## config.mk

```make
export PLATFORM = sky130hd
export DESIGN_NAME = lpbc_ram
export DESIGN_NICKNAME = d
export VERILOG_FILES = /design/src/rtl/core/lpbc_ram.sv
export SDC_FILE = /design/constraint.sdc
export NUM_CORES = 1
export LEC_CHECK = 0
export BUFFER_PORTS_ARGS = -buffer_cell sky130_fd_sc_hd__buf_4
export CAP_MARGIN = 20
export CORE_UTILIZATION = 60
export DETAILED_ROUTE_END_ITERATION = 6
export GPL_TIMING_DRIVEN = 0
export HOLD_SLACK_MARGIN = 0.02
export PLACE_DENSITY = 0.88
export RECOVER_POWER = 25
export SETUP_SLACK_MARGIN = 0.4
export SYNTH_ARGS = -nofsm -noshare
export SYNTH_HDL_FRONTEND = slang
export SYNTH_SLANG_ARGS = --single-unit
```

## constraint.sdc

```tcl
create_clock -name clk -period 2.5 [get_ports clk]
set_input_delay 0.25 -clock clk [delete_from_list [all_inputs] [get_ports clk]]
set_output_delay 0.25 -clock clk [all_outputs]
set_load 0.02 [all_outputs]
```

## src/rtl/core/lpbc_ram.sv

```systemverilog
// generic single-port-write, one-read ram with registered read data
module lpbc_ram #(
	parameter int unsigned WIDTH = 8,
	parameter int unsigned DEPTH = 16
) (
	input  logic                     clk,
	input  logic                     we,
	input  logic [$clog2(DEPTH)-1:0] waddr,
	input  logic [WIDTH-1:0]         wdata,
	input  logic [$clog2(DEPTH)-1:0] raddr,
	output logic [WIDTH-1:0]         rdata
);
	logic [WIDTH-1:0] mem [DEPTH];

	always_ff @(posedge clk) begin
		if (we) mem[waddr] <= wdata;
		rdata <= mem[raddr];
	end
endmodule

```

==> After elaboration in Yosys (flattened, before gate mapping) <==
Memory sizes are Yosys's and may differ from the RTL's. A register that Yosys moved wholly into a read port is not among the register bits.
Index checks and enable logic that the tools add are counted.
{ "op_classes": {"muxes": 2} }
{ "ops": {"columns": ["cell", "n"], "rows": [
  ["$mux 1", 2]
]} }
{ "word_totals": {"regBits": 0, "ram_bits": 128, "inputBits": 18, "output_inout_bits": 8, "wordCells": 3, "mem_count": 1} }
{ "mem_list": {"columns": ["name", "depth", "word_bits", "rd", "rd_clocked_by_memory_dff", "write_ports", "line_no", "text"], "rows": [
  ["mem", 16, 8, 1, 1, 1, "13", "logic [WIDTH-1:0] mem [DEPTH];"]
]} }

==> Depth between registers and ports, before layout <==
Gate-level depths: netlist of the first run.
{ "depth": {"ltp_word": 2, "mapped_depth": 5, "ltp_nobuf": 3} }

==> Least setup slack after synthesis of the first run <==
No wires, ideal clock.
{ "synth_timing": {"kind": "in2reg", "from": "input waddr[2]", "to": "memory mem[0][0] (enable)", "setup_time_ns": 0.383, "arrival_ns": 1.360, "required_time_ns": 2.117, "slack_ns": 0.757, "path_stages": 2, "n_path_buf": 0, "cell_sequence": "or3b_2 -> nor3_1"} }
{ "synth_lines": {"columns": ["element", "line_no", "text"], "rows": [
  ["start: declaration", "8", "input logic [$clog2(DEPTH)-1:0] waddr,"],
  ["end: declaration", "13", null]
]} }
No word-level cell before the write port.

==> Final worst setup path of the first run <==
{ "layout_timing": {"from": "input waddr[2]", "to": "memory mem[0][4] (enable)"} }
No word-level cell before the write port.

==> metrics, run 1 <==
Final #Nets=294; post-cts resize count=0; Root Driver=clkbuf_8; count of warnings emitted by yosys=0; WL final=10600 µm; Final Max Slew Viols=0; maximum VDD drop=0.6027 mV; fin crit share=63.29%; Clock Sinks=136; fraction of final layout cells sized beyond drive strength 1=28.03%; final clock skew=0.009868 ns; height of the die=94.63 µm; first-pass GRT wire length=15350 µm; post-layout util=73.44%; worst min-delay path class=in2reg; Num CTS Buffers=17; type of element capturing the critical path=register; Die W=94.63 µm; crit start category=input port; Sw Pwr=1.080 mW; commonest non-fill, non-tap cell in the layout=edfxtp_1; initial antenna violation count=0; maximum number of pins on one net before global-route repair=17; delay-heaviest family, CP=simple AND/OR/NAND/NOR gates; combinational share of power=5.1%; Synth Area in Simple Gates=3.184%; Final Hold Fails=0; Synth area leader=edfxtp_1; status=completed; most frequent cells in the layout=128 x edfxtp_1, 19 x buf_4, 18 x mux4_2; Pint=4.304 mW; Avg Inst Size Synth=22.48 µm²; post-synthesis instance total=229; Routability Congestion=0.7465; Clock Power Share=47.2%; Compound-Gate Fraction of Synth Area=2.333%; Buf+Inv Stages, Crit Path=2; CP arrival=1.81 ns; Leak=2.052 nW; I/O pins=26; unrepaired setup endpoints after global routing=no; H-tree depth=4; Synth area leaders=edfxtp_1 75%, mux4_2 7.9%, mux4_1 7.1%; setup TNS=0 ns; Residual DRC=0; pwr/cell area=887.8 nW/µm²; cell breakdown of the critical path=buf_4 -> or3b_2 -> nor3_1 -> buf_2; mux cell area share after synthesis=15.02%; Power Total=5.384 mW; Synth Area in XOR/XNOR=0%; Worst EP required=2.73 ns; DR vias=2576; hpwl dp=6147 µm; grt total ovfl=0; Initial Util=62.33%; Core Box Area=8258 µm²; Seq cells post-synth=136; synth-to-layout area growth=17.82%; Slew headroom=44.32%; Yosys top cell area share=74.67%; row cnt=33; drt via density=6.538; Mapped Nets=247; count of final setup violators=0; Seq/Total Area, Yosys=77.78%; deepest clock path buffer count=2; Multi-input gate area=1057 µm²; Routed Antenna Nets=0; Total GRT Usage=26.40%; full die area=8954 µm²; Final Critical Period=1.582 ns; WL/cell=26.89 µm; Cell Area, Synth=5147 µm²; Clock Latency Late Sink=0.53 ns; ant diodes=0; placed inst area=5477 µm²; worst-margin pin slew=0.8322 ns; adder-cell area share of the yosys netlist=0%; PortBufs=24; hold buffers post-CTS=0; switching share of power=20.07%; main combinational cell family by area after synthesis=multiplexers; fillers=460; clk slew on worst S/H paths=0.06 ns; Final Cell Area=6065 µm²; FMAX=632.0 MHz; CP max FO=5; CTS tree=built; Crit Path Category=in2reg; max-cap viol count=0; sequential power share=47.7%; Synth cell types=19; Initial DRC Count=327; number of detailed-route iterations in the first pass=5; Critical Path Max Stage Delay=0.60 ns; number of global-route vias before repair=2501; Crit-path slowest cell=nor3_1; register area=4004 µm²; setup bufs post-CTS=0
## through the flow
stage	hold WS, ns	worst slack [ns]	cells
after floorplan	0.3489	0.7571	229
after global placement	0.5538	0.2452	358
after detailed placement	0.5748	0.4343	361
after CTS	0.02855	0.9978	393
after global routing	0.07257	0.9041	394
final	0.08088	0.9177	394
## power groups by stage
| stage | sequential, mW | combinational (mW) | clock, mW |
|---|---|---|---|
| floorplan | 2.63 | 0.129 | 0 |
| global placement | 2.61 | 0.261 | 0 |
| detailed placement | 2.61 | 0.271 | 0 |
| CTS | 2.57 | 0.277 | 2.56 |
| global route | 2.57 | 0.288 | 2.66 |
| finish | 2.57 | 0.273 | 2.54 |
## kinds of logic after synthesis
group | after synthesis
and+or+nand+nor | 35
AOI/OAI and AO/OA | 16
buffers and inverters | 10
muxes | 32
DFF | 136
## final timing paths
| kind | start | endpoint | slack, ns | depth (start not counted) |
|---|---|---|---|---|
| setup / recovery | waddr[2] | mem[0][4] | 0.92 | 4 |
| hold / removal | wdata[2] | mem[4][2] | 0.08 | 1 |
| setup reg to reg | mem[2][0] | rdata[0] | 0.98 | 3 |
| hold reg to reg | mem[11][1] | rdata[1] | 0.70 | 3 |
## synthesized netlist by cell type
library cell / count
a22oi_1: 16
and2_1: 1
and2b_1: 1
buf_2: 3
buf_4: 1
buf_6: 3
clkdlybuf4s25_2: 3
dfxtp_1: 8
edfxtp_1: 128
mux4_1: 14
mux4_2: 18
nand2_1: 9
nand2b_1: 2
nand3_1: 1
nand3b_1: 2
nor2_1: 13
nor2b_1: 1
nor3_1: 4
or3b_2: 1
## flip-flops by register name (all words and copies together), names as in the netlist
| signal | flops |
|---|---|
| mem | 128 |
| rdata | 8 |
## final cells by class
class,instances,area share (%)
repair buffers,28,2.909
well taps,105,2.166
multi-input cells,83,17.43
plain buffers,10,1.424
clock buffers,19,7.118
clock inverters,13,2.930
flip-flops and latches,136,66.02
## routing by layer
metal  vias to the layer above  track usage [%]  routed length, µm
li1                       1074                -                  -
met1                      1285            36.72               3969
met4                         0            11.74                222
met3                        19            7.246               1103
met5                         -                0                  0
met2                       198            39.75               5299
No activity file was read; power rests on OpenSTA's default activity.
==> run 2, diff against run 1 <==
==> constraint.sdc (replaced) <==
create_clock -name clk -period 1.55 [get_ports clk]
set_input_delay 0.155 -clock clk [delete_from_list [all_inputs] [get_ports clk]]
set_output_delay 0.155 -clock clk [all_outputs]
set_load 0.02 [all_outputs]
==> run 2 against run 1 <==
  * Clock skew is 0.0024 ns lower
  * Combinational power increased by 87%
  * Hold slack lost 0.019 ns
  * Critical path depth down 1
  * Wire length fell by 3.2%
  * Critical endpoint is now rdata[5]
  * Highest routed layer unchanged
==> metrics, run 2 (synthesis results as in run 1) <==
unrepaired setup endpoints after global routing=yes; launching point of the worst reg2reg path=mem[3][5]; CTS tree=built; initial antenna violation count=0; first-pass GRT wire length=15040 µm; Final Max Slew Viols=0; Crit Path Category=reg2reg; fillers=444; most frequent cells in the layout=128 x edfxtp_1, 31 x mux4_2, 16 x clkbuf_16; WHS=0.06176 ns; fin crit share=86.42%; ant diodes=0; maximum number of pins on one net before global-route repair=17; Clock Power Share=48.1%; Clock Latency Late Sink=0.52 ns; DR vias=2542; max-cap viol count=0; deepest clock path buffer count=2; Leak=2.050 nW; I/O pins=26; switching share of power=20.49%; pre-CTS WS=-0.06389 ns; clk slew on worst S/H paths=0.06 ns; worst-margin pin slew=0.8121 ns; WL/cell=25.76 µm; synth-to-layout area growth=21.73%; hpwl dp=5766 µm; FMAX=746.5 MHz; commonest non-fill, non-tap cell in the layout=edfxtp_1; Worst R2R Path Depth=3; row cnt=33; sequential power share=46.2%; height of the die=94.63 µm; Die W=94.63 µm; worst min-delay path class=in2reg; top flop regs=mem: 128 flops, rdata: 8 flops; Worst EP required=1.94 ns; Pint=7.129 mW; CP max FO=1; grt total ovfl=0; Slew headroom=45.66%; count of final setup violators=0; Root Driver=clkbuf_8; number of global-route vias before repair=2576; setup bufs post-CTS=0; pwr/cell area=1431 nW/µm²; drt via density=6.387; WL final=10250 µm; Final Hold Fails=0; Routability Congestion=0.7250; Initial DRC Count=239; Sw Pwr=1.837 mW; Core Box Area=8258 µm²; Final Worst Setup Slack=0.2105 ns; PortBufs=24; CP Launch Point=mem[3][5]; status=completed; CP arrival=1.73 ns; combinational share of power=5.7%; Power Total=8.967 mW; Worst R2R Setup Slack=0.21 ns; Routed Antenna Nets=0; Most flops, register=mem; full die area=8954 µm²; crit start category=register; maximum VDD drop=0.9975 mV; Residual DRC=0; Total GRT Usage=25.73%; Num CTS Buffers=17; max reg flops=128; fraction of final layout cells sized beyond drive strength 1=38.57%; Final Critical Period=1.340 ns; H-tree depth=4; type of element capturing the critical path=register; Setup crit end=rdata[5]; number of detailed-route iterations in the first pass=5; Clock Sinks=136; RR Endpoint=rdata[5]; Final #Nets=298; Initial Util=62.33%; final clock skew=0.007474 ns
## run 2: cell types whose count changed in the layout (fill, tap and decap cells not counted), sizes merged, moves of 2 or more
cell / previous run / this run
dlygate4sd3: 0 / 8
clkinv: 6 / 4
clkbuf: 26 / 23
clkinvlp: 2 / 4
buf: 28 / 25
## run 2: per-stage QoR
step	util (%)	setup TNS, ns	cells	area [µm²]
final	75.88	0	398	6266
after global routing	75.88	0	398	6266
after CTS	75.68	0	398	6250
after detailed placement	66.55	-1.481	358	5495
after global placement	66.55	-0.2903	358	5495
after floorplan	-	0	229	5184
## run 2: cell type report
class	instances	area, µm²	share of cell area [%]
clock buffers	17	414.1	6.609
repair buffers	32	264.0	4.213
clock inverters	15	225.2	3.594
multi-input cells	83	1100	17.55
well taps	105	131.4	2.097
flip-flops and latches	136	4011	64.02
plain buffers	10	120.1	1.917
## run 2: what timing repair did
action	4_1_cts	5_1_grt
endpoints found under the setup margin	8	15
hold buffers	8	0
gates resized for setup	7	14
hold endpoints to repair	128	0
## run 2: how the worst min path moves through the flow
stage                     slack (ns)  depth (start not counted)         end  startpoint
after floorplan                 0.25                          0   mem[0][0]    wdata[0]
after global placement          0.45                          1  mem[14][6]    wdata[6]
after detailed placement        0.47                          1  mem[14][6]    wdata[6]
after CTS                       0.05                          2   mem[0][1]    waddr[1]
after global routing            0.05                          2   mem[0][1]    waddr[1]
final                           0.06                          2   mem[0][6]    waddr[1]
## run 2: power by group through the flow
| stage | Combinational (mW) | Sequential, mW | Clock, mW |
|---|---|---|---|
| after floorplan | 0.234 | 4.24 | 0 |
| after global placement | 0.449 | 4.20 | 0 |
| after detailed placement | 0.465 | 4.21 | 0 |
| after CTS | 0.505 | 4.14 | 4.33 |
| after global routing | 0.542 | 4.15 | 4.49 |
| final | 0.511 | 4.14 | 4.31 |
## run 2: critical path, cell delays in order, from the launching register on
cell      delay (ns)
edfxtp_1        0.37
mux4_2          0.50
a22oi_2         0.23
nand2_1         0.12
## run 2: layer usage
| layer | vias up | global-route usage [%] | part of all wire, % |
|---|---|---|---|
| met2 | 143 | 37.17 | 48 |
| li1 | 1068 | - | - |
| met5 | - | 0 | 0 |
| met4 | 0 | 13.01 | 3.1 |
| met1 | 1310 | 36.17 | 41 |
| met3 | 21 | 7.649 | 7.6 |
